--- src/design/tmdm_pkg.sv ---
// Package for the trimmed-mean batch averager.
// Sample and register widths, register map, and shared-unit op codes.
// No dependencies.
package tmdm_pkg;

  localparam int SAMPLE_W  = 12;
  localparam int CFG_W     = 5;
  localparam int CFG_AW    = 3;
  localparam int APB_DW    = 32;
  localparam int MIN_BATCH = 3;

  localparam logic [SAMPLE_W-1:0] SAMPLE_MAX = {SAMPLE_W{1'b1}};
  localparam logic [CFG_W-1:0]    CFG_RESET  = CFG_W'(10);

  // register map (byte addresses)
  localparam logic [CFG_AW-1:0] ADDR_SAMPLE_COUNT = CFG_AW'(0);

  typedef logic [SAMPLE_W-1:0] sample_t;

  // operations of the shared add/subtract unit
  typedef enum logic {
    ALU_ADD,
    ALU_SUB
  } alu_op_t;

endpackage

--- src/design/tmdm_if.sv ---
// Valid/ready channel interfaces for the trimmed-mean batch averager.
// Depends on tmdm_pkg for the payload types.
interface tmdm_in_if;
  import tmdm_pkg::*;
  logic    valid;
  logic    ready;
  sample_t sample;

  modport source (output valid, output sample, input ready);
  modport sink   (input valid, input sample, output ready);
endinterface

interface tmdm_out_if;
  import tmdm_pkg::*;
  logic    valid;
  logic    ready;
  sample_t average;

  modport source (output valid, output average, input ready);
  modport sink   (input valid, input average, output ready);
endinterface

--- src/design/trimmed_mean_drop_min_max_core.sv ---
// Trimmed-mean batch averager: drops one minimum and one maximum per batch.
// Depends on tmdm_pkg, tmdm_if (channels) and tmdm_alu (shared add/sub unit).
//
//   channel  | dir | handshake           | payload
//   ---------+-----+---------------------+---------------------------
//   in_ch    | in  | valid/ready         | sample  [11:0]
//   out_ch   | out | valid/ready         | average [11:0]
//   cfg_*    | in  | APB, pready tied hi | sample_count @ 0x0 [4:0]
//
// A sample that does not close a batch is accepted, then accumulated.
// The closing sample is accepted, then runs accumulate, two trim subtracts
// and SUM_W restoring-division steps, all through the one add/sub unit,
// then the output load. Reset is synchronous: batch cleared,
// sample_count = 10. A beat on out_ch that is not taken holds the sequencer
// before its output load; in_ch is not ready until the sequencer is idle.
module trimmed_mean_drop_min_max_core #(
  parameter int MAX_SAMPLES = 16
) (
  input  logic                          clk,
  input  logic                          rst_n,
  tmdm_in_if.sink                       in_ch,
  tmdm_out_if.source                    out_ch,
  input  logic                          cfg_psel,
  input  logic                          cfg_penable,
  input  logic                          cfg_pwrite,
  input  logic [tmdm_pkg::CFG_AW-1:0]   cfg_paddr,
  input  logic [tmdm_pkg::APB_DW-1:0]   cfg_pwdata,
  output logic [tmdm_pkg::APB_DW-1:0]   cfg_prdata,
  output logic                          cfg_pready
);
  import tmdm_pkg::*;

  localparam int CNT_W  = $clog2(MAX_SAMPLES + 1);
  localparam int SUM_W  = SAMPLE_W + $clog2(MAX_SAMPLES);
  localparam int STEP_W = $clog2(SUM_W + 1);

  typedef enum logic [2:0] {
    S_IDLE,
    S_ACC,
    S_SUBMIN,
    S_SUBMAX,
    S_DIV,
    S_DONE
  } state_t;

  state_t             state_r, state_nxt;
  logic [CFG_W-1:0]   cfg_r, cfg_nxt;
  logic [SUM_W-1:0]   sum_r, sum_nxt;
  sample_t            min_r, min_nxt;
  sample_t            max_r, max_nxt;
  logic [CNT_W-1:0]   cnt_r, cnt_nxt;
  sample_t            smp_r, smp_nxt;
  logic               last_r, last_nxt;
  logic [CNT_W-1:0]   div_r, div_nxt;
  logic [CNT_W-1:0]   rem_r, rem_nxt;
  logic [STEP_W-1:0]  step_r, step_nxt;
  sample_t            avg_r, avg_nxt;
  logic               out_valid_r, out_valid_nxt;

  logic               in_fire;
  logic               cfg_wr;
  logic [CNT_W-1:0]   eff_size;
  logic [CNT_W-1:0]   cnt_inc;
  logic [CNT_W:0]     rem_shift;

  alu_op_t            alu_op;
  logic [SUM_W-1:0]   alu_a, alu_b, alu_res;
  logic               alu_carry;

  // config port
  assign cfg_pready = 1'b1;
  assign cfg_wr     = cfg_psel && cfg_penable && cfg_pwrite && cfg_pready;
  assign cfg_prdata = (cfg_paddr == ADDR_SAMPLE_COUNT) ? APB_DW'(cfg_r) : '0;
  assign cfg_nxt    = (cfg_wr && cfg_paddr == ADDR_SAMPLE_COUNT) ?
                      cfg_pwdata[CFG_W-1:0] : cfg_r;

  // batch size clamped to MIN_BATCH..MAX_SAMPLES
  always_comb begin
    if (cfg_r < CFG_W'(MIN_BATCH)) begin
      eff_size = CNT_W'(MIN_BATCH);
    end else if (32'(cfg_r) > MAX_SAMPLES) begin
      eff_size = CNT_W'(MAX_SAMPLES);
    end else begin
      eff_size = CNT_W'(cfg_r);
    end
  end

  assign cnt_inc   = cnt_r + CNT_W'(1);
  assign rem_shift = {rem_r, sum_r[SUM_W-1]};

  // handshakes
  assign in_ch.ready    = (state_r == S_IDLE);
  assign in_fire        = in_ch.valid && in_ch.ready;
  assign out_ch.valid   = out_valid_r;
  assign out_ch.average = avg_r;

  // operand select for the shared unit
  always_comb begin
    case (state_r)
      S_ACC: begin
        alu_op = ALU_ADD;
        alu_a  = sum_r;
        alu_b  = SUM_W'(smp_r);
      end
      S_SUBMIN: begin
        alu_op = ALU_SUB;
        alu_a  = sum_r;
        alu_b  = SUM_W'(min_r);
      end
      S_SUBMAX: begin
        alu_op = ALU_SUB;
        alu_a  = sum_r;
        alu_b  = SUM_W'(max_r);
      end
      S_DIV: begin
        alu_op = ALU_SUB;
        alu_a  = SUM_W'(rem_shift);
        alu_b  = SUM_W'(div_r);
      end
      default: begin
        alu_op = ALU_ADD;
        alu_a  = '0;
        alu_b  = '0;
      end
    endcase
  end

  tmdm_alu #(
    .W (SUM_W)
  ) u_alu (
    .op    (alu_op),
    .a     (alu_a),
    .b     (alu_b),
    .res   (alu_res),
    .carry (alu_carry)
  );

  // sequencer
  always_comb begin
    state_nxt     = state_r;
    sum_nxt       = sum_r;
    min_nxt       = min_r;
    max_nxt       = max_r;
    cnt_nxt       = cnt_r;
    smp_nxt       = smp_r;
    last_nxt      = last_r;
    div_nxt       = div_r;
    rem_nxt       = rem_r;
    step_nxt      = step_r;
    avg_nxt       = avg_r;
    out_valid_nxt = out_valid_r && !out_ch.ready;

    case (state_r)
      S_IDLE: begin
        if (in_fire) begin
          smp_nxt   = in_ch.sample;
          min_nxt   = (in_ch.sample < min_r) ? in_ch.sample : min_r;
          max_nxt   = (in_ch.sample > max_r) ? in_ch.sample : max_r;
          cnt_nxt   = cnt_inc;
          last_nxt  = (cnt_inc >= eff_size);
          state_nxt = S_ACC;
        end
      end
      S_ACC: begin
        sum_nxt = alu_res;
        if (last_r) begin
          div_nxt   = cnt_r - CNT_W'(2);
          state_nxt = S_SUBMIN;
        end else begin
          state_nxt = S_IDLE;
        end
      end
      S_SUBMIN: begin
        sum_nxt   = alu_res;
        state_nxt = S_SUBMAX;
      end
      S_SUBMAX: begin
        // trimmed sum ready; batch stats no longer needed
        sum_nxt   = alu_res;
        min_nxt   = SAMPLE_MAX;
        max_nxt   = '0;
        cnt_nxt   = '0;
        rem_nxt   = '0;
        step_nxt  = '0;
        state_nxt = S_DIV;
      end
      S_DIV: begin
        // restoring step: quotient bits shift into sum_r from the bottom
        if (!alu_carry) begin
          rem_nxt = alu_res[CNT_W-1:0];
          sum_nxt = {sum_r[SUM_W-2:0], 1'b1};
        end else begin
          rem_nxt = rem_shift[CNT_W-1:0];
          sum_nxt = {sum_r[SUM_W-2:0], 1'b0};
        end
        step_nxt = step_r + STEP_W'(1);
        if (step_r == STEP_W'(SUM_W - 1)) begin
          state_nxt = S_DONE;
        end
      end
      S_DONE: begin
        if (!out_valid_r || out_ch.ready) begin
          avg_nxt       = sum_r[SAMPLE_W-1:0];
          out_valid_nxt = 1'b1;
          sum_nxt       = '0;
          state_nxt     = S_IDLE;
        end
      end
      default: begin
        state_nxt = S_IDLE;
      end
    endcase
  end

  // state and registered outputs
  always_ff @(posedge clk) begin
    if (!rst_n) begin
      state_r     <= S_IDLE;
      cfg_r       <= CFG_RESET;
      sum_r       <= '0;
      min_r       <= SAMPLE_MAX;
      max_r       <= '0;
      cnt_r       <= '0;
      out_valid_r <= 1'b0;
    end else begin
      state_r     <= state_nxt;
      cfg_r       <= cfg_nxt;
      sum_r       <= sum_nxt;
      min_r       <= min_nxt;
      max_r       <= max_nxt;
      cnt_r       <= cnt_nxt;
      out_valid_r <= out_valid_nxt;
      smp_r       <= smp_nxt;
      last_r      <= last_nxt;
      div_r       <= div_nxt;
      rem_r       <= rem_nxt;
      step_r      <= step_nxt;
      avg_r       <= avg_nxt;
    end
  end

  // checks
  a_div_nonzero: assert property (@(posedge clk) disable iff (!rst_n)
    (state_r == S_DIV) |-> (div_r != '0))
    else $error("divisor is zero during division");

  a_min_le_max: assert property (@(posedge clk) disable iff (!rst_n)
    (cnt_r != '0) |-> (min_r <= max_r))
    else $error("batch minimum above maximum");

  a_out_from_done: assert property (@(posedge clk) disable iff (!rst_n)
    $rose(out_valid_r) |-> ($past(state_r) == S_DONE))
    else $error("result beat raised outside output load");

  a_busy_after_accept: assert property (@(posedge clk) disable iff (!rst_n)
    in_fire |=> !in_ch.ready)
    else $error("input ready right after an accepted beat");

endmodule

--- src/design/tmdm_alu.sv ---
// Shared add/subtract unit used by the averager sequencer.
// Depends on tmdm_pkg for the op code type.
module tmdm_alu #(
  parameter int W = 16
) (
  input  tmdm_pkg::alu_op_t op,
  input  logic [W-1:0]      a,
  input  logic [W-1:0]      b,
  output logic [W-1:0]      res,
  output logic              carry   // carry out on add, borrow on sub
);
  import tmdm_pkg::*;

  always_comb begin
    case (op)
      ALU_ADD: {carry, res} = {1'b0, a} + {1'b0, b};
      ALU_SUB: {carry, res} = {1'b0, a} - {1'b0, b};
      default: {carry, res} = {1'b0, a} + {1'b0, b};
    endcase
  end

endmodule

--- src/flat_wrapper.sv ---
// flat-port wrapper written by rule: the top's interface ports become plain ports
module trimmed_mean_drop_min_max_core_flat import tmdm_pkg::*;
#(
  parameter int MAX_SAMPLES = 16
)
  (clk, rst_n, cfg_psel, cfg_penable, cfg_pwrite, cfg_paddr, cfg_pwdata, cfg_prdata, cfg_pready, in_ch_valid, in_ch_sample, in_ch_ready, out_ch_valid, out_ch_average, out_ch_ready);
  tmdm_in_if in_ch_i ();
  tmdm_out_if out_ch_i ();
  input  logic clk;
  input  logic rst_n;
  input  logic cfg_psel;
  input  logic cfg_penable;
  input  logic cfg_pwrite;
  input  logic [tmdm_pkg::CFG_AW-1:0] cfg_paddr;
  input  logic [tmdm_pkg::APB_DW-1:0] cfg_pwdata;
  output logic [tmdm_pkg::APB_DW-1:0] cfg_prdata;
  output logic cfg_pready;
  input wire logic [$bits(in_ch_i.valid)-1:0] in_ch_valid;
  input wire logic [$bits(in_ch_i.sample)-1:0] in_ch_sample;
  output wire logic [$bits(in_ch_i.ready)-1:0] in_ch_ready;
  output wire logic [$bits(out_ch_i.valid)-1:0] out_ch_valid;
  output wire logic [$bits(out_ch_i.average)-1:0] out_ch_average;
  input wire logic [$bits(out_ch_i.ready)-1:0] out_ch_ready;
  assign in_ch_i.valid = in_ch_valid;
  assign in_ch_i.sample = in_ch_sample;
  assign in_ch_ready = in_ch_i.ready;
  assign out_ch_valid = out_ch_i.valid;
  assign out_ch_average = out_ch_i.average;
  assign out_ch_i.ready = out_ch_ready;
  trimmed_mean_drop_min_max_core #(.MAX_SAMPLES(MAX_SAMPLES)) u_core (.clk(clk), .rst_n(rst_n), .in_ch(in_ch_i), .out_ch(out_ch_i), .cfg_psel(cfg_psel), .cfg_penable(cfg_penable), .cfg_pwrite(cfg_pwrite), .cfg_paddr(cfg_paddr), .cfg_pwdata(cfg_pwdata), .cfg_prdata(cfg_prdata), .cfg_pready(cfg_pready));
endmodule
--- config.mk ---
export PLATFORM = sky130hd
export DESIGN_NAME = trimmed_mean_drop_min_max_core_flat
export DESIGN_NICKNAME = d
export VERILOG_FILES = /design/src/design/tmdm_pkg.sv /design/src/design/tmdm_if.sv /design/src/design/trimmed_mean_drop_min_max_core.sv /design/src/design/tmdm_alu.sv /design/src/flat_wrapper.sv
export SDC_FILE = /design/constraint.sdc
export NUM_CORES = 1
export LEC_CHECK = 0
export BUFFER_PORTS_ARGS = -buffer_cell sky130_fd_sc_hd__buf_2
export CORE_ASPECT_RATIO = 1.2
export CORE_MARGIN = 10
export CORE_UTILIZATION = 30
export CTS_BUF_LIST = sky130_fd_sc_hd__clkbuf_4 sky130_fd_sc_hd__clkbuf_8 sky130_fd_sc_hd__clkbuf_16
export CTS_CLUSTER_DIAMETER = 50
export DETAILED_ROUTE_END_ITERATION = 8
export SYNTH_ARGS = -nofsm -noshare
export SYNTH_HDL_FRONTEND = slang
export SYNTH_SLANG_ARGS = --single-unit
--- constraint.sdc ---
create_clock -name clk -period 6.62 [get_ports clk]
set_input_delay 0.662 -clock clk [delete_from_list [all_inputs] [get_ports clk]]
set_output_delay 0.662 -clock clk [all_outputs]
set_load 0.03 [all_outputs]
### Word-level counts from Yosys, hierarchy flattened

Cells that the tools add are included.

* reductions and logical operators: 24
* add/sub/neg operators: 5
* equality and inequality tests: 11
* order comparisons: 5
* muxes and demuxes: 29
* bitwise gates (word level): 1

Operator list (number)
* one-hot mux 16 bit (2 select lines): 2
* two-way mux 12 bit: 4
* one-hot mux 12 bit (2 select lines): 2
* one-hot mux 12 bit (4 select lines): 1
* one-hot mux 16 bit (3 select lines): 1
* one-hot mux 5 bit (2 select lines): 3
* two-way mux 5 bit: 5
* one-hot mux 3 bit (6 select lines): 1
* AND reduction 3 bit: 6
* adder 16 x 12 -> 17 bit: 1
* subtractor 16 x 16 -> 17 bit: 1
* two-way mux 16 bit: 1
* > comparator 12 bit: 1
* less-than comparator 12 bit: 1
* adder 5 x 1 -> 5 bit, second input constant: 2
* two-way mux 3 bit: 3
* equality test 3 x 2 -> 1 bit, second input constant: 2
* equality test 3 bit, second input constant: 2
* logical NOT 3 bit: 2
* inequality test 2 bit, second input constant: 3
* AND reduction 2 bit: 3
* OR reduction 3 bit: 2
* equality test 5 x 4 -> 1 bit, second input constant: 1
* greater-or-equal comparator 5 bit: 1
* 14 further kinds: 24

* output and inout bits: 47
* register bits after elaboration: 94
* word-level logic and storage cells: 88
* bits of input ports: 54

### Longest topological paths before layout

Gate-level depths: netlist of run 1.

* word-level depth: 7
* mapped depth: 16
* gate-level depth less buffers: 14

### Hierarchy

A second synthesis of run 1 with hierarchy kept.

* cells, all modules: 768
* area, all modules: 6857.8 um2

Modules (own cells, without submodules)
* trimmed_mean_drop_min_max_core: cells each 527, area an instance 5148.7 um2, times used 1
* tmdm_alu: cells each 241, area an instance 1709.1 um2, times used 1

### Least setup slack after synthesis of run 1

No wires, ideal clock.

* path kind: register to register
* from: reg u_core.state_r[1]
* to: reg u_core.rem_r[1] (data pin)
* clock period less this slack: 3.567 ns
* data arrival time: 3.301 ns
* buffers on the path: 4
* slack: 3.053 ns
* data required time: 6.354 ns
* cell stages (with the launch flop): 16
* library setup time: 0.266 ns
* cell sequence: dfxtp_1 buf_4 buf_1 buf_1 mux2i_1 o22ai_1 ha_1 clkbuf_1 nand3_1 nand2_1 a31o_2 o211ai_1 a21oi_2 a32oi_2 mux2i_1 nor2_1

* cells in the longest elaborated chain, start to end: 7
* elaborated cells on any way between the ends: 16

RTL lines
* start: declaration: line trimmed_mean_drop_min_max_core.sv:46 `state_t state_r, state_nxt;`
* start signal: assignment: line trimmed_mean_drop_min_max_core.sv:226 `state_r <= state_nxt;`
* equality test 3 x 2 -> 1 bit (tied with other cells): line trimmed_mean_drop_min_max_core.sv:99 `case (state_r)`
* OR reduction 3 bit (no source line)
* one-hot mux 16 bit (2 select lines) / two-way mux 1 bit (equally long branches): line trimmed_mean_drop_min_max_core.sv:99
* subtractor 16 x 16 -> 17 bit (tied with other cells): line tmdm_alu.sv:17 `ALU_SUB: {carry, res} = {1'b0, a} - {1'b0, b};`
* one-hot mux 16 bit (2 select lines) / one-hot mux 1 bit (2 select lines) (equally long branches): line tmdm_alu.sv:15 `case (op)`
* two-way mux 5 bit: line trimmed_mean_drop_min_max_core.sv:189 `if (!alu_carry) begin`
* one-hot mux 5 bit (2 select lines) (*): line trimmed_mean_drop_min_max_core.sv:153 `case (state_r)`
* end signal: assignment: line trimmed_mean_drop_min_max_core.sv:236 `rem_r <= rem_nxt;`
* end: declaration: line trimmed_mean_drop_min_max_core.sv:55 `logic [CNT_W-1:0] rem_r, rem_nxt;`

Every way passes the cells marked *; elsewhere a longest branch is shown, timed or not.
A chain may end at the register's enable or synchronous reset.

### Final worst setup path of run 1

* from: reg u_core.state_r[1]
* to: reg u_core.rem_r[4] (data pin)

The elaborated chain is that of the path after synthesis.

==> impl_metrics.env, run 1 <==
export IMPL_dp_hpwl_um=12700
export IMPL_setup_slack_ps=2590
export IMPL_setup_worst_path_start_class="flip-flop"
export IMPL_num_antenna_cells=0
export IMPL_viasPerCell=5.15
export IMPL_status="finished, final reports clean"
export IMPL_slew_violations=0
export IMPL_wl_per_cell_um=16.1
export IMPL_synth_top_area_share=0.182
export IMPL_initialDrtViolationCount=331
export IMPL_overflow=0
export IMPL_tns_ps=0
export IMPL_crit_type="reg2reg"
export IMPL_crit_arrival_ps=4130
export IMPL_synth_area_top_cells="edfxtp_1, dfxtp_1, ha_1, mux2i_1, buf_4"
export IMPL_initial_core_util=0.305
export IMPL_fp_dieW_um=155
export IMPL_rrSetupSlack_ps=2590
export IMPL_pre_cts_ws_ps=2600
export IMPL_crit_start="u_core.state_r[1]"
export IMPL_yosys_warnings=0
export IMPL_cts_tree="done"
export IMPL_endpoint_kind="flip-flop"
export IMPL_nNetsFinal=886
export IMPL_drtAntennaViolNets=0
export IMPL_p_leak_nw=3.08
export IMPL_wl_met3_um=794
export IMPL_cts_repair_resized=0
export IMPL_cap_violations=0
export IMPL_fin_crit_sh=0.609
export IMPL_cts_clk_slew_worst_paths_ps=70
export IMPL_critPathMaxFanout=28
export IMPL_grt_setup_unrepaired="no"
export IMPL_worstMarginPinSlew_ps=1040
export IMPL_vias=5429
export IMPL_grt_start_max_net_pins=39
export IMPL_portBuffers=45
export IMPL_routed_wl_met2_um=8420
export IMPL_fp_dieH_um=182
export IMPL_yosys_area_top_type="edfxtp_1"
export IMPL_skew_ps=8.84
export IMPL_antenna_found_initial=0
export IMPL_max_freq_ghz=0.248
export IMPL_gp_congestion=0.908
export IMPL_timing_rr_end="u_core.rem_r[4]"
export IMPL_cts_buffer_depth=2
export IMPL_min_path_type="reg2reg"
export IMPL_syn_area_um2=6590
export IMPL_drive_above_1_share=0.122
export IMPL_avgSynthCellArea_um2=8.77
export IMPL_synth_cells=752
export IMPL_dieArea_um2=28300
export IMPL_drc=0
export IMPL_seq_area_frac_synth=0.346
export IMPL_async_flop_share=0
export IMPL_ctsHoldBuffers=0
export IMPL_track_usage=0.119
export IMPL_finalSetupViolations=0
export IMPL_core_um2=21600
export IMPL_cts_setup_buffers=0
export IMPL_grt_pass1_vias=5291
export IMPL_clk_latency_ps=360
export IMPL_worstPathRequired_ps=6720
export IMPL_final_common_cell="ha_1"
export IMPL_finalWorstPathRequiredPeriod_ps=4030
export IMPL_areaGrowthSynthToFinish_pct=9.72
export IMPL_hold_ws_ps=477
export IMPL_h_tree_depth=3
export IMPL_reg2reg_depth=13
export IMPL_mostFrequentLayoutCells="ha_1, inv_1, nor2_1, dfxtp_1, nand2_1"
export IMPL_synthFlopType="dfxtp_1"
export IMPL_cts_root_buf="clkbuf_16"
export IMPL_m1WireLength_um=7380
export IMPL_cts_sinks=94
export IMPL_fillers=2265
export IMPL_p_per_area_nw_per_um2=218
export IMPL_synth_edf_count=40
export IMPL_cts_buffers=9
export IMPL_relSlewSlack=0.300
export IMPL_grt_pass1_wl_um=27300
export IMPL_rows=59
export IMPL_io_pins=101
export IMPL_hold_violations=0
export IMPL_ys_ff_latch=94
export IMPL_first_pass_iters=5
export IMPL_ir_drop_v=0.000115
export IMPL_routed_top_layer="met4"
export IMPL_wl_um=17000
export IMPL_synth_distinct_cells=75
export IMPL_endpoint="u_core.rem_r[4]"
export IMPL_rr_startpoint="u_core.state_r[1]"
-- sequential cells by signal (all words and copies together) (netlist names), 3 cells and up --
name,cells
u_core.cfg_r,5
u_core.cnt_r,5
u_core.div_r,5
u_core.max_r,12
u_core.min_r,12
u_core.out_ch.average,12
u_core.rem_r,5
u_core.smp_r,12
u_core.state_r,3
u_core.step_r,5
u_core.sum_r,16
-- worst max-delay path, cell delays in order, from the launching register on --
cell and delay (ps):
dfxtp_1 310, buf_4 250, nor2b_1 730, a22oi_1 200, o22ai_1 260, ha_1 370
nand3_1 130, nand2_1 80, a31o_2 280, o211ai_1 250, a21oi_2 120, a32oi_2 500
mux2i_1 250, nor2_1 50
-- metal layers --
metal  global-route usage  up-vias
met5                    0        -
met4               0.0521        0
met3               0.0231       27
met2                0.205      125
met1                0.138     2585
li1                     -     2692
-- power breakdown --
part | switching (mW) | internal (mW) | total, mW | leakage, nW
Combinational | 0.247 | 0.149 | 0.395 | 2.14
Sequential | 0.0320 | 0.643 | 0.675 | 0.805
Clock | 0.232 | 0.275 | 0.506 | 0.136
Total | 0.510 | 1.07 | 1.58 | 3.08
-- per-stage QoR --
step	instance area (um^2)	power, mW	util	instances
floorplan	6690	0.993	-	778
global placement	6950	1.08	0.321	1038
detailed placement	6950	1.08	0.321	1038
CTS	7230	1.59	0.334	1054
global route	7230	1.67	0.334	1054
finish	7230	1.58	0.334	1054
-- cell usage after synthesis, drive strengths merged (15+ instances only) --
cell	count
ha	57
nor2	55
o21ai	46
and2	16
a21o	17
clkbuf	30
edfxtp	40
dfxtp	54
nand3	41
mux2i	29
a21oi	46
nor2b	15
buf	37
inv	55
nand2	54
-- cell families after synthesis --
family                   count (synthesis)  synth area share
other                                    2           0.00114
AO/OA/AOI/OAI                          188             0.193
flip-flops                              94             0.346
adder cells (fa/ha/maj)                 59             0.112
buffers and inverters                  122            0.0885
XOR/XNOR                                16            0.0213
AND/OR/NAND/NOR                        233             0.178
multiplexers                            38            0.0606
-- cell type report --
type	instances	area, um^2	area share
clock buffers	12	254	0.0351
clock inverters	4	32.5	0.00450
inverters	55	206	0.0285
multi-input cells	562	3830	0.529
flip-flops and latches	94	2280	0.316
well taps	274	343	0.0474
repair buffers	53	285	0.0394
-- worst min path at each step --
stage / slack [ps] / to / cells after the start / start
6_report: 480 / u_core.out_ch.average[10] / 0 / u_core.sum_r[10]
3_5_place_dp: 470 / u_core.out_ch.average[10] / 0 / u_core.sum_r[10]
5_1_grt: 500 / u_core.out_ch.average[10] / 0 / u_core.sum_r[10]
2_1_floorplan: 440 / u_core.out_ch.average[6] / 0 / u_core.sum_r[6]
4_1_cts: 480 / u_core.out_ch.average[10] / 0 / u_core.sum_r[10]
3_3_place_gp: 470 / u_core.out_ch.average[10] / 0 / u_core.sum_r[10]
Power figures use the tool's default switching activity.
==> inputs of run 2 (changes only) <==
--- a/config.mk
+++ b/config.mk
@@ -5,6 +5,7 @@
 export SDC_FILE = /design/constraint.sdc
 export NUM_CORES = 1
 export LEC_CHECK = 0
+export ABC_AREA = 1
 export BUFFER_PORTS_ARGS = -buffer_cell sky130_fd_sc_hd__buf_2
 export CORE_ASPECT_RATIO = 1.2
 export CORE_MARGIN = 10
==> constraint.sdc (replaced) <==
create_clock -name clk -period 3.85 [get_ports clk]
set_input_delay 0.385 -clock clk [delete_from_list [all_inputs] [get_ports clk]]
set_output_delay 0.385 -clock clk [all_outputs]
set_load 0.03 [all_outputs]
==> run 2 against run 1 <==
Compared with the run above:
- sequential share of layout area fell by 0.78 points
- first-iteration DRC count increased by 39%
- register-to-register slack worse by 2300 ps
- fmax increased by 15%
- count of clock-buffer cells in the layout fell by 3
- setup slack lost 2300 ps
- clock power rose by 76%
- clock skew rose by 4.3 ps
- combinational power grew to 6.4 times the previous value
- critical path type unchanged
==> impl_metrics.env, run 2 <==
export IMPL_rows=59
export IMPL_cts_repair_resized=0
export IMPL_setup_worst_path_start_class="flip-flop"
export IMPL_synth_top_area_share=0.182
export IMPL_relSlewSlack=0.363
export IMPL_viasPerCell=4.85
export IMPL_grt_pass1_wl_um=29600
export IMPL_async_flop_share=0
export IMPL_max_freq_ghz=0.285
export IMPL_clk_latency_ps=360
export IMPL_min_path_type="in2reg"
export IMPL_crit_top_cell="inv_1"
export IMPL_track_usage=0.128
export IMPL_initialDrtViolationCount=461
export IMPL_dieArea_um2=28400
export IMPL_dp_hpwl_um=14500
export IMPL_synth_cells=889
export IMPL_critPathMaxFanout=7
export IMPL_routed_wl_met2_um=8890
export IMPL_fin_crit_sh=0.913
export IMPL_avgSynthCellArea_um2=7.43
export IMPL_grt_setup_unrepaired="no"
export IMPL_largest_reg_flops=16
export IMPL_portBuffers=45
export IMPL_setup_slack_ps=336
export IMPL_cts_setup_buffers=0
export IMPL_io_pins=101
export IMPL_syn_area_um2=6600
export IMPL_sw_frac_of_total=0.457
export IMPL_drtAntennaViolNets=0
export IMPL_finalSetupViolations=0
export IMPL_crit_type="reg2reg"
export IMPL_routed_top_layer="met4"
export IMPL_worstMarginPinSlew_ps=951
export IMPL_power_switching_mw=2.21
export IMPL_synth_edf_count=40
export IMPL_pwr_share_clk=0.184
export IMPL_synthMuxAreaShare=0.00152
export IMPL_slowest_stage="a221oi_1"
export IMPL_h_tree_depth=3
export IMPL_antenna_found_initial=0
export IMPL_ctsHoldBuffers=0
export IMPL_ys_ff_latch=94
export IMPL_overflow=0
export IMPL_p_int_mw=2.62
export IMPL_ir_drop_v=0.000260
export IMPL_endpoint_kind="flip-flop"
export IMPL_cts_buffer_depth=2
export IMPL_yosys_area_top_type="edfxtp_1"
export IMPL_worst_path_largest_cell_delay_ps=540
export IMPL_first_pass_iters=5
export IMPL_cts_root_buf="clkbuf_16"
export IMPL_gp_congestion=0.969
export IMPL_synthFlopType="dfxtp_1"
export IMPL_crit_arrival_ps=3630
export IMPL_wl_met3_um=826
export IMPL_finalWorstPathRequiredPeriod_ps=3510
export IMPL_vias=5906
export IMPL_tns_ps=0
export IMPL_synth_compound_area_frac=0.177
export IMPL_rrSetupSlack_ps=340
export IMPL_cap_violations=0
export IMPL_ys_top_cells_by_count="inv_1, nand2_1, nor2_1"
export IMPL_p_seq_frac=0.294
export IMPL_status="finished, final reports clean"
export IMPL_drc=0
export IMPL_power_frac_comb=0.522
export IMPL_mostFrequentLayoutCells="inv_1, nand2_1, nor2_1"
export IMPL_regMostFlops="u_core.sum_r"
export IMPL_path_cells="inv_2 -> nor2_1 -> inv_1 -> nor2_1 -> buf_4 -> buf_4 -> a221oi_1 -> inv_1 -> ha_1 -> inv_1 -> a21oi_1 -> o31ai_1 -> nor2_1 -> nand3_2 -> nand3_2 -> nand2_1 -> nand2_1 -> inv_1"
export IMPL_yosys_warnings=0
export IMPL_cts_sinks=94
export IMPL_seq_area_frac_synth=0.346
export IMPL_grt_pass1_vias=5722
export IMPL_pre_cts_ws_ps=384
export IMPL_synth_xor_area_frac=0.0146
export IMPL_p_leak_nw=3.55
export IMPL_wl_um=18300
export IMPL_synthSimpleGateAreaFrac=0.220
export IMPL_yosysMostFrequentCell="inv_1"
export IMPL_fp_dieW_um=155
export IMPL_reg2reg_depth=18
export IMPL_synth_area_top_cells="edfxtp_1, dfxtp_1, ha_1, inv_1, nand2_1"
export IMPL_slew_violations=0
export IMPL_fp_dieH_um=183
export IMPL_fin_area_um2=7420
export IMPL_cts_tree="done"
export IMPL_p_per_area_nw_per_um2=652
export IMPL_endpoint="u_core.rem_r[2]"
export IMPL_rr_startpoint="u_core.state_r[1]"
export IMPL_drive_above_1_share=0.120
export IMPL_initial_core_util=0.304
export IMPL_timing_rr_end="u_core.rem_r[2]"
export IMPL_areaGrowthSynthToFinish_pct=12.3
export IMPL_worstPathRequired_ps=3970
export IMPL_dpl_cell_area_um2=7130
export IMPL_synth_distinct_cells=52
export IMPL_hold_violations=0
export IMPL_core_um2=21700
export IMPL_grt_start_max_net_pins=25
export IMPL_crit_start="u_core.state_r[1]"
export IMPL_num_antenna_cells=0
export IMPL_m1WireLength_um=7610
export IMPL_cts_buffers=9
export IMPL_synth_top_family_by_area="simple AND/OR/NAND/NOR gates"
export IMPL_wl_per_cell_um=15.0
export IMPL_cts_clk_slew_worst_paths_ps=60
export IMPL_final_common_cell="inv_1"
export IMPL_nNetsFinal=1049
export IMPL_synthAdderAreaFrac=0.108
export IMPL_skew_ps=13.1
[run 2: changes by cell type after synthesis, sizes merged, moves of 11 or more]
cell and change:
nand2b -11, nand2 +93, nor2 +47, and2 -15, mux2i -28, clkbuf -15, a21oi +38, a21o -16
inv +92, nor2b -15
[run 2: cell families (layout without fill, tap and decap cells)]
family | count (synthesis) | after routing
AOI/OAI and AO/OA | 195 | 195
xor gates and xnor gates | 11 | 11
adders and majority gates | 57 | 57
buffers and inverters | 200 | 228
DFF | 94 | 94
muxes | 1 | 1
other | 2 | 28
and+or+nand+nor | 329 | 329
[run 2: metal layers]
metal | global-route usage | vias to the layer above
li1 | - | 2996
met3 | 0.0207 | 45
met1 | 0.148 | 2711
met5 | 0 | -
met4 | 0.0813 | 0
met2 | 0.215 | 154
[run 2: worst max-delay path: cells and delay by family (launching register included)]
family / cells / cell delay [ps]
compound gates: 3 / 920
buf+inv: 7 / 810
simple gates: 7 / 740
fa+ha+maj: 1 / 450
flops: 1 / 360
[run 2: final cells by class]
cell class	instances	area, um^2
Clock buffer	9	225
Clock inverter	7	63.8
Fill cell	2381	14300
Inverter	147	552
Multi-Input combinational cell	621	3550
Sequential cell	94	2280
Tap cell	274	343
Timing Repair Buffer	65	400
[run 2: worst min-delay path by stage]
stage | from | end | cells after the start
finish | in_ch_sample[0] | u_core.smp_r[0] | 1
global route | in_ch_sample[0] | u_core.smp_r[0] | 1
CTS | in_ch_sample[0] | u_core.smp_r[0] | 1
detailed placement | u_core.sum_r[2] | u_core.out_ch.average[2] | 0
global placement | u_core.sum_r[2] | u_core.out_ch.average[2] | 0
floorplan | u_core.sum_r[0] | u_core.out_ch.average[0] | 0
[run 2: stage by stage]
step,util,power [mW],cells,hold WS [ps]
finish,0.342,4.83,1217,222
global route,0.342,5.25,1217,217
CTS,0.342,4.86,1217,211
detailed placement,0.328,3.95,1201,444
global placement,0.328,3.93,1201,459
floorplan,-,3.25,915,425
[run 2: power groups by stage]
stage                     sequential (mW)  clock, mW  combinational [mW]
after floorplan                      1.40          0                1.85
after global placement               1.44          0                2.50
after global routing                 1.45      0.949                2.86
after CTS                            1.42      0.908                2.53
after detailed placement             1.44          0                2.51
final                                1.42      0.891                2.52
==> inputs of run 3 (changes only) <==
--- a/config.mk
+++ b/config.mk
@@ -6,7 +6,7 @@
 export NUM_CORES = 1
 export LEC_CHECK = 0
 export ABC_AREA = 1
-export BUFFER_PORTS_ARGS = -buffer_cell sky130_fd_sc_hd__buf_2
+export BUFFER_PORTS_ARGS = -buffer_cell sky130_fd_sc_hd__buf_4
 export CORE_ASPECT_RATIO = 1.2
 export CORE_MARGIN = 10
 export CORE_UTILIZATION = 30
==> run 3 against run 2 <==
Compared with the run above:
- total power decreased by 0.22%
- die area stayed put
- count of clock-buffer cells in the layout rose by 2
- via count about the same
- global-route usage increased by 0.25 points
==> impl_metrics.env, run 3 (synthesis gave the netlist of run 2 again) <==
export IMPL_cts_tree="done"
export IMPL_endpoint="u_core.rem_r[1]"
export IMPL_drtAntennaViolNets=0
export IMPL_rr_startpoint="u_core.state_r[1]"
export IMPL_drc=0
export IMPL_p_leak_nw=3.58
export IMPL_worstMarginPinSlew_ps=977
export IMPL_overflow=0
export IMPL_clk_latency_ps=360
export IMPL_ir_drop_v=0.000252
export IMPL_timing_rr_end="u_core.rem_r[1]"
export IMPL_status="finished, final reports clean"
export IMPL_grt_pass1_wl_um=29900
export IMPL_dp_hpwl_um=14700
export IMPL_crit_type="reg2reg"
export IMPL_hold_depth=1
export IMPL_p_per_area_nw_per_um2=642
export IMPL_mostFrequentLayoutCells="inv_1, nand2_1, nor2_1"
export IMPL_grt_start_max_net_pins=25
export IMPL_setup_worst_path_start_class="flip-flop"
export IMPL_cts_setup_buffers=0
export IMPL_slew_violations=0
export IMPL_critPathMaxFanout=7
export IMPL_gp_congestion=0.923
export IMPL_routed_top_layer="met4"
export IMPL_vias=5901
export IMPL_grt_pass1_vias=5826
export IMPL_viasPerCell=4.85
export IMPL_nNetsFinal=1048
export IMPL_drive_above_1_share=0.122
export IMPL_rows=59
export IMPL_finalWorstPathRequiredPeriod_ps=3490
export IMPL_initial_core_util=0.304
export IMPL_min_path_type="in2reg"
export IMPL_cts_buffers=9
export IMPL_fp_dieW_um=155
export IMPL_fin_crit_sh=0.905
export IMPL_crit_arrival_ps=3600
export IMPL_rrSetupSlack_ps=360
export IMPL_dieArea_um2=28400
export IMPL_cap_violations=0
export IMPL_first_pass_iters=5
export IMPL_min_from="in_ch_sample[0]"
export IMPL_track_usage=0.131
export IMPL_crit_start="u_core.state_r[1]"
export IMPL_finalSetupViolations=0
export IMPL_wl_um=18500
export IMPL_num_antenna_cells=0
export IMPL_endpoint_kind="flip-flop"
export IMPL_areaGrowthSynthToFinish_pct=13.7
export IMPL_placedCellCount=1200
export IMPL_m1WireLength_um=7640
export IMPL_grt_setup_unrepaired="no"
export IMPL_fin_cells=1216
export IMPL_largest_reg_flops=16
export IMPL_antenna_found_initial=0
export IMPL_cts_clk_slew_worst_paths_ps=70
export IMPL_max_freq_ghz=0.287
export IMPL_final_common_cell="inv_1"
export IMPL_cts_root_buf="clkbuf_16"
export IMPL_h_tree_depth=3
export IMPL_portBuffers=45
export IMPL_wl_per_cell_um=15.2
export IMPL_cts_buffer_depth=2
export IMPL_worstPathRequired_ps=3970
export IMPL_io_pins=101
export IMPL_cts_sinks=94
export IMPL_skew_ps=12.2
export IMPL_core_um2=21700
export IMPL_tns_ps=0
export IMPL_relSlewSlack=0.345
export IMPL_hold_violations=0
export IMPL_regMostFlops="u_core.sum_r"
export IMPL_routed_wl_met2_um=9300
export IMPL_reg2reg_depth=18
export IMPL_fp_dieH_um=183
export IMPL_initialDrtViolationCount=388
export IMPL_wl_met3_um=877
==> run 3: changes by cell type in the layout (fill, tap and decap cells not counted), moves of 2 or more <==
cell / change
buf_4: +45
clkinv_2: -2
buf_2: -45
clkinv_1: -2
==> run 3: worst min-delay path by stage <==
stage	slack (ps)	to
after floorplan	420	u_core.out_ch.average[0]
after global placement	460	u_core.out_ch.average[2]
after global routing	210	u_core.smp_r[0]
after CTS	210	u_core.smp_r[0]
after detailed placement	450	u_core.out_ch.average[0]
final	220	u_core.smp_r[0]
==> run 3: power by group <==
part           internal, mW  switching (mW)
sequential             1.27           0.152
combinational         0.849            1.68
clock                 0.469           0.403
total                  2.59            2.23
==> run 3: timing repair <==
action,CTS,global route
gates resized for setup,0,2
setup endpoints to repair,0,4
hold buffers,0,0
==> run 3: critical path, stage by stage, from the launching register on <==
cell and delay [ps]:
dfxtp_1 360, inv_2 110, nor2_1 80, inv_1 80
nor2_1 60, buf_4 160, buf_4 140, a221oi_1 480
inv_1 90, ha_1 440, inv_1 190, a21oi_1 270
o31ai_1 140, nor2_1 130, nand3_2 160, nand3_2 180
nand2_1 60, nand2_1 70, inv_1 40
==> run 3: final cells by class <==
cell class	count	area (um^2)
multi-input cells	621	3550
well taps	274	343
repair buffers	64	493
inverters	147	552
flip-flops and latches	94	2280
fillers	2348	14200
clock inverters	5	40.0
clock buffers	11	246
==> run 3: stage by stage <==
stage	power, mW	util	setup WS, ps	hold slack, ps	instance area [um^2]
after floorplan	3.25	-	685	425	6700
after global placement	3.93	0.333	418	461	7220
after detailed placement	3.94	0.333	379	446	7220
after CTS	4.83	0.346	361	211	7510
after global routing	5.25	0.346	65.9	213	7510
final	4.82	0.346	364	224	7510
==> run 3: routing by layer <==
| layer | vias to the layer above | global-route usage |
|---|---|---|
| li1 | 3007 | - |
| met1 | 2716 | 0.149 |
| met2 | 143 | 0.230 |
| met3 | 35 | 0.0233 |
| met4 | 0 | 0.0622 |
| met5 | - | 0 |
